### src/sv/pos_pkg.sv
// Shared types, widths and the run-order compare for the priority order scheduler.
package pos_pkg;

	localparam int ID_W    = 8;
	localparam int PRIO_W  = 8;
	localparam int BURST_W = 16;

	typedef struct packed {
		logic [ID_W-1:0]    id;
		logic [PRIO_W-1:0]  prio;
		logic [BURST_W-1:0] burst;
	} task_ent_t;

	// controller -> datapath
	typedef struct packed {
		logic insert;
		logic drop;
		logic pop;
	} pos_cmd_t;

	// datapath -> controller
	typedef struct packed {
		logic full;
		logic last_one;
	} pos_stat_t;

	typedef enum logic [1:0] {
		ST_LOAD = 2'b01,
		ST_EMIT = 2'b10
	} pos_state_t;

	// a strictly ahead of b: higher priority, then lower id
	function automatic logic pos_runs_before(
		input logic [ID_W-1:0]   ida,
		input logic [PRIO_W-1:0] pa,
		input logic [ID_W-1:0]   idb,
		input logic [PRIO_W-1:0] pb
	);
		logic res;
		if (pa != pb) begin
			res = (pa > pb);
		end else begin
			res = (ida < idb);
		end
		return res;
	endfunction

endpackage

### src/sv/priority_order_scheduler.sv
// Top level of the priority order scheduler: batch load, then run-order drain.
//
//  channel | handshake               | payload
//  --------+-------------------------+---------------------------------------------
//  task    | task_valid / task_stall | task_id, task_priority, burst_length, last_task
//  run     | run_valid / run_stall   | run_id, run_priority, run_slice, final_slot,
//          |                         | overflowed
//
// Loading: one request per cycle; each task lands in its sorted cell in that cycle, or is
// dropped and sets overflowed when all cells are full. After the last task, the batch drains
// one result per cycle from the head cell while run_stall is low; task_stall stays high for
// the whole drain (N results, N = stored tasks). run_stall freezes the head cell, so a stalled
// result holds. Reset empties the batch and clears the overflow flag; cells need no clearing.
module priority_order_scheduler #(
	parameter int MAX_TASKS = 32
) (
	input  logic                          clk,
	input  logic                          arst_n,
	input  logic                          task_valid,
	output logic                          task_stall,
	input  logic [pos_pkg::ID_W-1:0]      task_id,
	input  logic [pos_pkg::PRIO_W-1:0]    task_priority,
	input  logic [pos_pkg::BURST_W-1:0]   burst_length,
	input  logic                          last_task,
	output logic                          run_valid,
	input  logic                          run_stall,
	output logic [pos_pkg::ID_W-1:0]      run_id,
	output logic [pos_pkg::PRIO_W-1:0]    run_priority,
	output logic [pos_pkg::BURST_W-1:0]   run_slice,
	output logic                          final_slot,
	output logic                          overflowed
);
	import pos_pkg::*;

	pos_cmd_t  cmd;
	pos_stat_t stat;

	pos_ctrl u_ctrl (
		.clk        (clk),
		.arst_n     (arst_n),
		.task_valid (task_valid),
		.last_task  (last_task),
		.task_stall (task_stall),
		.run_valid  (run_valid),
		.run_stall  (run_stall),
		.stat       (stat),
		.cmd        (cmd)
	);

	pos_datapath #(
		.MAX_TASKS (MAX_TASKS)
	) u_dp (
		.clk           (clk),
		.arst_n        (arst_n),
		.cmd           (cmd),
		.stat          (stat),
		.task_id       (task_id),
		.task_priority (task_priority),
		.burst_length  (burst_length),
		.run_id        (run_id),
		.run_priority  (run_priority),
		.run_slice     (run_slice),
		.final_slot    (final_slot),
		.overflowed    (overflowed)
	);

	// drain and load never overlap
	a_no_overlap: assert property (@(posedge clk) disable iff (!arst_n)
		run_valid |-> task_stall)
		else $error("results offered while tasks are accepted");

	// a last task always starts the drain
	a_last_starts: assert property (@(posedge clk) disable iff (!arst_n)
		(task_valid && !task_stall && last_task) |=> run_valid)
		else $error("no result after last task");

	// taking the final result ends the drain
	a_final_ends: assert property (@(posedge clk) disable iff (!arst_n)
		(run_valid && !run_stall && final_slot) |=> (!run_valid && !task_stall))
		else $error("drain did not end after final result");

endmodule

### src/sv/pos_ctrl.sv
// Controller for the priority order scheduler: load phase and drain phase.
module pos_ctrl (
	input  logic               clk,
	input  logic               arst_n,
	input  logic               task_valid,
	input  logic               last_task,
	output logic               task_stall,
	output logic               run_valid,
	input  logic               run_stall,
	input  pos_pkg::pos_stat_t stat,
	output pos_pkg::pos_cmd_t  cmd
);
	import pos_pkg::*;

	pos_state_t state_q;
	pos_state_t state_d;
	logic       acc;

	assign task_stall = (state_q != ST_LOAD);
	assign run_valid  = (state_q == ST_EMIT);
	assign acc        = task_valid && (state_q == ST_LOAD);

	assign cmd.insert = acc && !stat.full;
	assign cmd.drop   = acc && stat.full;
	assign cmd.pop    = run_valid && !run_stall;

	always_comb begin
		state_d = state_q;
		case (state_q)
			ST_LOAD: begin
				if (acc && last_task) begin
					state_d = ST_EMIT;
				end
			end
			ST_EMIT: begin
				if (cmd.pop && stat.last_one) begin
					state_d = ST_LOAD;
				end
			end
			default: state_d = ST_LOAD;
		endcase
	end

	always_ff @(posedge clk or negedge arst_n) begin
		if (!arst_n) begin
			state_q <= ST_LOAD;
		end else begin
			state_q <= state_d;
		end
	end

endmodule

### src/sv/pos_datapath.sv
// Datapath: row of sorted insertion cells, fill count and overflow flag.
module pos_datapath #(
	parameter int MAX_TASKS = 32
) (
	input  logic                          clk,
	input  logic                          arst_n,
	input  pos_pkg::pos_cmd_t             cmd,
	output pos_pkg::pos_stat_t            stat,
	input  logic [pos_pkg::ID_W-1:0]      task_id,
	input  logic [pos_pkg::PRIO_W-1:0]    task_priority,
	input  logic [pos_pkg::BURST_W-1:0]   burst_length,
	output logic [pos_pkg::ID_W-1:0]      run_id,
	output logic [pos_pkg::PRIO_W-1:0]    run_priority,
	output logic [pos_pkg::BURST_W-1:0]   run_slice,
	output logic                          final_slot,
	output logic                          overflowed
);
	import pos_pkg::*;

	localparam int CNT_W = $clog2(MAX_TASKS + 1);

	task_ent_t               ent_q [MAX_TASKS];
	logic [MAX_TASKS-1:0]    ahead;
	logic [CNT_W-1:0]        cnt_q;
	logic                    ovf_q;
	task_ent_t               new_ent;

	assign new_ent.id    = task_id;
	assign new_ent.prio  = task_priority;
	assign new_ent.burst = burst_length;

	assign stat.full     = (cnt_q == CNT_W'(MAX_TASKS));
	assign stat.last_one = (cnt_q == CNT_W'(1));

	// each cell: does the new task go ahead of what it holds (empty cells: yes)
	for (genvar i = 0; i < MAX_TASKS; i++) begin : g_cell
		assign ahead[i] = (CNT_W'(i) < cnt_q) ?
			pos_runs_before(task_id, task_priority, ent_q[i].id, ent_q[i].prio) : 1'b1;

		if (i == 0) begin : g_head
			always_ff @(posedge clk) begin
				if (cmd.insert && ahead[i]) begin
					ent_q[i] <= new_ent;
				end else if (cmd.pop) begin
					ent_q[i] <= ent_q[i+1];
				end
			end
		end else if (i == MAX_TASKS - 1) begin : g_tail
			always_ff @(posedge clk) begin
				if (cmd.insert && ahead[i]) begin
					ent_q[i] <= ahead[i-1] ? ent_q[i-1] : new_ent;
				end
			end
		end else begin : g_mid
			always_ff @(posedge clk) begin
				if (cmd.insert && ahead[i]) begin
					ent_q[i] <= ahead[i-1] ? ent_q[i-1] : new_ent;
				end else if (cmd.pop) begin
					ent_q[i] <= ent_q[i+1];
				end
			end
		end
	end

	always_ff @(posedge clk or negedge arst_n) begin
		if (!arst_n) begin
			cnt_q <= '0;
			ovf_q <= 1'b0;
		end else begin
			if (cmd.insert) begin
				cnt_q <= cnt_q + CNT_W'(1);
			end else if (cmd.pop) begin
				cnt_q <= cnt_q - CNT_W'(1);
			end
			if (cmd.drop) begin
				ovf_q <= 1'b1;
			end else if (cmd.pop && stat.last_one) begin
				ovf_q <= 1'b0;
			end
		end
	end

	assign run_id       = ent_q[0].id;
	assign run_priority = ent_q[0].prio;
	assign run_slice    = ent_q[0].burst;
	assign final_slot   = stat.last_one;
	assign overflowed   = ovf_q;

endmodule
### config.mk
export PLATFORM = sky130hd
export DESIGN_NAME = priority_order_scheduler
export DESIGN_NICKNAME = d
export VERILOG_FILES = /design/src/sv/pos_pkg.sv /design/src/sv/priority_order_scheduler.sv /design/src/sv/pos_ctrl.sv /design/src/sv/pos_datapath.sv
export SDC_FILE = /design/constraint.sdc
export NUM_CORES = 2
export LEC_CHECK = 0
export BUFFER_PORTS_ARGS = -buffer_cell sky130_fd_sc_hd__buf_2
export CAP_MARGIN = 20
export CORE_ASPECT_RATIO = 0.8
export CORE_MARGIN = 1.5
export CORE_UTILIZATION = 45
export DETAILED_ROUTE_END_ITERATION = 16
export PLACE_DENSITY = 0.64
export REMOVE_ABC_BUFFERS = 1
export SLEW_MARGIN = 10
export SYNTH_ARGS = -nofsm -noshare
export SYNTH_HDL_FRONTEND = slang
export SYNTH_HIERARCHICAL = 1
export SYNTH_SLANG_ARGS = --single-unit
### constraint.sdc
create_clock -name clk -period 6 [get_ports clk]
set_clock_uncertainty 0.2 [all_clocks]
set_input_delay 1.2 -clock clk [delete_from_list [all_inputs] [get_ports clk]]
set_output_delay 1.2 -clock clk [all_outputs]
set_load 0.01 [all_outputs]
; ---- After elaboration in Yosys (flattened, before gate mapping)
; Memories as Yosys holds them, arrays and structs flattened.
; Cells that the tools add are included.
; Widths: inputs -> output; s select.
[totals]
ff_bits = 9
ram_bits = 1024
in_bits = 37
output_inout_bits = 36
wordCells = 475
n_memories = 1
[classes]
n_addsub = 2
n_lt_le_gt_ge = 96
eq_ne = 39
n_mux = 260
n_bitwise = 31
n_reduce_logical = 43
[memory_table]
columns = name, depth, width, read_ports, rd_ports_with_merged_regs, write_ports, line
row1 = u_dp.ent_q, 32, 32, 32, 0, 32, pos_datapath.sv:22  ; task_ent_t ent_q [MAX_TASKS];
[ops]
columns = op, n
row1 = $mux 32, 62
row2 = $gt 8x8->1, 32
row3 = $lt 8x8->1, 32
row4 = $ne 8x8->1, 32
row5 = $mux 1, 193
row6 = $lt 5x6->1 const A, 16
row7 = $lt 4x6->1 const A, 8
row8 = $logic_and 1x1->1, 38
row9 = $or 1x1->1, 31
row10 = $lt 3x6->1 const A, 4
row11 = $lt 1x6->1 const A, 2
row12 = $lt 2x6->1 const A, 2
row13 = $mux 6, 2
row14 = $add 6x1->6 const B, 1
row15 = $eq 6x1->1 const B, 1
row16 = $eq 6x6->1 const B, 1
row17 = $sub 6x1->6 const B, 1
row18 = $mux 2, 2
row19 = $ne 2x2->1 const B, 2
row20 = $pmux 2 s2, 1
row21 = $reduce_bool 2->1, 2
row22 = $eq 2x1->1 const B, 1
row23 = $eq 2x2->1 const B, 1
row24 = $logic_not 1->1, 2
row25 = 2 further kinds, 2

; ---- Depth between registers and ports, before layout
[depth]
word_depth = 7
ltp_mapped = 13

; ---- Modules after synthesis
; Netlist, hierarchy kept.
[by_module_without_submodules]
columns = mod, n_inst, cells_per_inst, area_each_um2
row1 = pos_datapath, 1, 5649, 68807.2
row2 = pos_ctrl, 1, 12, 133.9

; ---- Worst setup path before layout
; OpenSTA, ideal clock, no wires.
[synth_path]
kind = input-to-reg
start = input port task_priority[0] in the netlist's numbering
end = memory u_dp/ent_q[0][160] in the netlist's numbering (enable)
arrival_time_ps = 6077
path_slack_ps = -742
cell_stages = 10
n_path_buf = 3
path_cell_list = inv_1 > clkbuf_1 > ha_1 > nand4_1 > or3_1 > a211oi_1 > nor4_4 > buf_4 > buf_4 > o21ai_0
[synth_lines]
columns = element, line
row1 = from (decl), priority_order_scheduler.sv:22  ; input logic [pos_pkg::PRIO_W-1:0] task_priority,
row2 = to (decl), pos_datapath.sv:22

==> results.toml <==
[logic_synthesis]
synth_ff_type = "edfxtp_1"
synth.ff_latch_count = 1033
synth_edf_count = 1024
yosysWarnings = 6
yosysSeqAreaShare_pct = 44.9
async_flop_share_pct = 0.871
netlist_instances = 5661
synthesis.area_sq_um = 68900
yosys.cell_types.count = 83
avgSynthCellArea_sq_um = 12.2

[pwr]
p_per_area_nw_per_um2 = 440
p_leak_nw = 31.6
peakVddDrop_uv = 289

[grt]
grt_max_degree = 65
grt_overflow = 0
grt_pass1_vias = 48300
grt_pass1_wl_mm = 297
antenna_found_initial = 6
grtUsageTotal_pct = 24.8

[place]
placement.io_buffers = 72
place.gp.congestion = 0.918
dpl.hpwl_mm = 141
place_inst = 7525
place_area_sq_um = 71800

[layout]
multi_input_area_sq_um = 34400
num-fill-cells = 13400
ff_latch_area_sq_um = 31000
nNetsFinal = 6148
syn_to_final_growth_pct = 9.31
layout-drive-gt1-share_pct = 25.3
stdcell_count = 7746
design_area_sq_um = 75400
fin_util_pct = 49.5

[detailed_routing]
wl_per_cell_microns = 25.2
antenna_left = 0
drtIter0Drc = 4011
drt-total-wl_mm = 196
viasPerCell = 6.00
drc = 0
num_vias = 46500
first_pass_iters = 6

[worst_setup_path]
critical_path.max_stage_delay_ns = 0.74
critPathKind = "reg -> reg"
cp.buffers_inverters = 2
arrival_ns = 4.86
worstSetupEndpointType = "register"
cp_max_fo = 18
required_ns = 6.21
crit_path_start_kind = "register"
cp_cell_sequence = "inv_1 > ha_1 > nor2b_1 > o21ai_0 > nand2_1 > nor3b_1 > o21ai_2 > buf_4"
cp_slowest_cell = "o21ai_2"
critPathTopFamily = "compound AO/OA/AOI/OAI gates"

[clock_network]
clkSinkCount = 1033
cts_resized = 0
cts_made_buffers = 114
cts_setup_buffers = 0
hold_buffers = 0
clk_path_buf_depth = 3
h-tree-depth = 3
cts_tree = "done"
cts-root-buf = "clkbuf_16"
insertion_delay_ns = 0.75
path_clk_slew_ns = 0.06

[sta]
rsz0062_at_grt = "no"
slew_headroom_pct = 25.0
fmax_ghz = 0.215
worst_slew_pin_slew_ns = 1.12
final_max_slew_viol_count = 0
final.setup.tns_ns = 0
period_minus_slack_ns = 4.65
setup_viol = 0
period_share_pct = 77.6
hold_violations = 0

[floorplanning]
placementRows = 128
die_y_microns = 353
io_pins = 73
coreArea_sq_um = 152000
die_w_microns = 441
dieArea_sq_um = 156000
start_util_pct = 45.3

[job]
max_cap_violations = 0

[outcome]
outcome = "finished clean"

[hold_path]
hold_class = "in -> async"
[cells in the mapped netlist (18+ instances only)]
| cell | number | share of area (%) |
|---|---|---|
| a21oi_1 | 153 | 1.1 |
| nand3b_1 | 31 | 0.34 |
| mux2_1 | 23 | 0.38 |
| nand2_1 | 109 | 0.59 |
| mux2i_1 | 809 | 12 |
| buf_6 | 23 | 0.38 |
| buf_4 | 96 | 1.0 |
| nor2_1 | 164 | 0.89 |
| a32o_1 | 18 | 0.26 |
| o211ai_1 | 63 | 0.69 |
| nor3b_1 | 24 | 0.26 |
| a21o_1 | 37 | 0.40 |
| and3_1 | 21 | 0.19 |
| or3_1 | 25 | 0.23 |
| buf_2 | 118 | 0.86 |
| mux2_2 | 900 | 15 |
| o21ai_0 | 250 | 1.8 |
| edfxtp_1 | 1024 | 45 |
| a211oi_1 | 67 | 0.73 |
| o21ai_2 | 22 | 0.28 |
| inv_1 | 485 | 2.6 |
| clkbuf_1 | 174 | 0.95 |
| a31oi_1 | 73 | 0.66 |
| ha_1 | 484 | 8.8 |
| nor4_4 | 18 | 0.56 |
| nor2b_1 | 33 | 0.30 |
| nand3_1 | 63 | 0.46 |
| nor3_1 | 68 | 0.49 |
| nand4_1 | 89 | 0.81 |
[cells by family after synthesis]
family | after synthesis | share of synthesized area [%]
compound gates | 808 | 7.62
xor+xnor | 5 | 0.0635
fa+ha+maj | 484 | 8.78
buf+inv | 902 | 5.92
flops | 1033 | 44.9
mux | 1746 | 27.1
simple gates | 683 | 5.55
[final timing paths]
path / from / end / slack [ns] / depth (start not counted)
setup / recovery: u_dp/cnt_q[1]$_DFFE_PN0P_ / u_dp/ent_q[1][145]$_DFFE_PP_ / 1.35 / 8
hold / removal: arst_n / u_dp/overflowed$_DFFE_PN0P_ / 0.16 / 1
setup reg to reg: u_dp/cnt_q[1]$_DFFE_PN0P_ / u_dp/ent_q[1][145]$_DFFE_PP_ / 1.35 / 8
hold reg to reg: u_dp/overflowed$_DFFE_PN0P_ / u_dp/overflowed$_DFFE_PN0P_ / 0.29 / 1
max in group asynchronous: arst_n / u_ctrl/state_q[0]$_DFFE_PN1P_ / 5.14 / 1
min in group clk: u_dp/overflowed$_DFFE_PN0P_ / u_dp/overflowed$_DFFE_PN0P_ / 0.29 / 1
[power by group]
part           internal [mW]  switching [mW]  total, mW
registers               11.2            1.41       12.7
clock network           3.81            3.07       6.88
logic                   6.11            7.53       13.6
total                   21.2            12.0       33.2
[per-layer routing]
layer / wire length [microns] / share of wire (%) / up-vias / GRT usage, %
met5: 0 / 0 / - / 0
met4: 3040 / 1.6 / 0 / 4.67
met3: 15000 / 7.7 / 222 / 6.00
met2: 88500 / 45 / 1449 / 38.4
met1: 89000 / 46 / 23500 / 35.3
li1: - / - / 21300 / -
[placed cells by master (no fill, tap or decap), types with 16 or more instances in the layout]
master        n
a211oi_1     65
a21o_1       37
a21oi_1     150
a22oi_1      17
a31oi_1      72
a32o_1       18
a41oi_1      16
and3_1       21
buf_12       19
buf_2        57
buf_4       190
clkbuf_1     37
clkbuf_16   118
clkinv_1     29
clkinv_2     17
edfxtp_1   1024
ha_1        484
inv_1       482
mux2_1       23
mux2_2      900
mux2i_1     809
nand2_1     109
nand3_1      62
nand3b_1     31
nand4_1      89
nor2_1      162
nor2b_1      33
nor3_1       67
nor3b_1      24
nor4_4       19
o211ai_1     63
o21ai_0     223
o21ai_2      24
o21ai_4      29
or3_1        25
[stage by stage]
stage,worst slack [ns],power (mW),hold WS [ns]
3_3_place_gp,1.02,25.8,0.276
2_1_floorplan,-5.52,22.0,0.318
3_5_place_dp,0.966,26.2,0.282
5_1_grt,0.991,34.9,0.125
6_report,1.35,33.2,0.159
4_1_cts,1.22,33.2,0.121
[sequential cells by signal, summed over array words and instances (netlist names)]
signal           count
u_dp/ent_q        1024
u_dp/overflowed      1
u_dp/cnt_q           6
u_ctrl/state_q       2
[worst register-to-register path: stages (launching register included)]
cell,delay (ns)
dfrtp_1,0.52
inv_1,0.18
ha_1,0.31
nor2b_1,0.20
o21ai_0,0.74
nand2_1,0.63
nor3b_1,0.39
o21ai_2,0.74
buf_4,0.41
[area by class of cell]
class	count	area share, %
multi-input combinational	3726	45.6
clock buffer	155	4.10
sequential	1033	41.1
antenna	6	0.0199
tap	2015	3.35
timing repair buffer	267	2.80
clock inverter	59	0.586
inverter	485	2.42
Note: power is estimated with default switching activity, not from simulation.
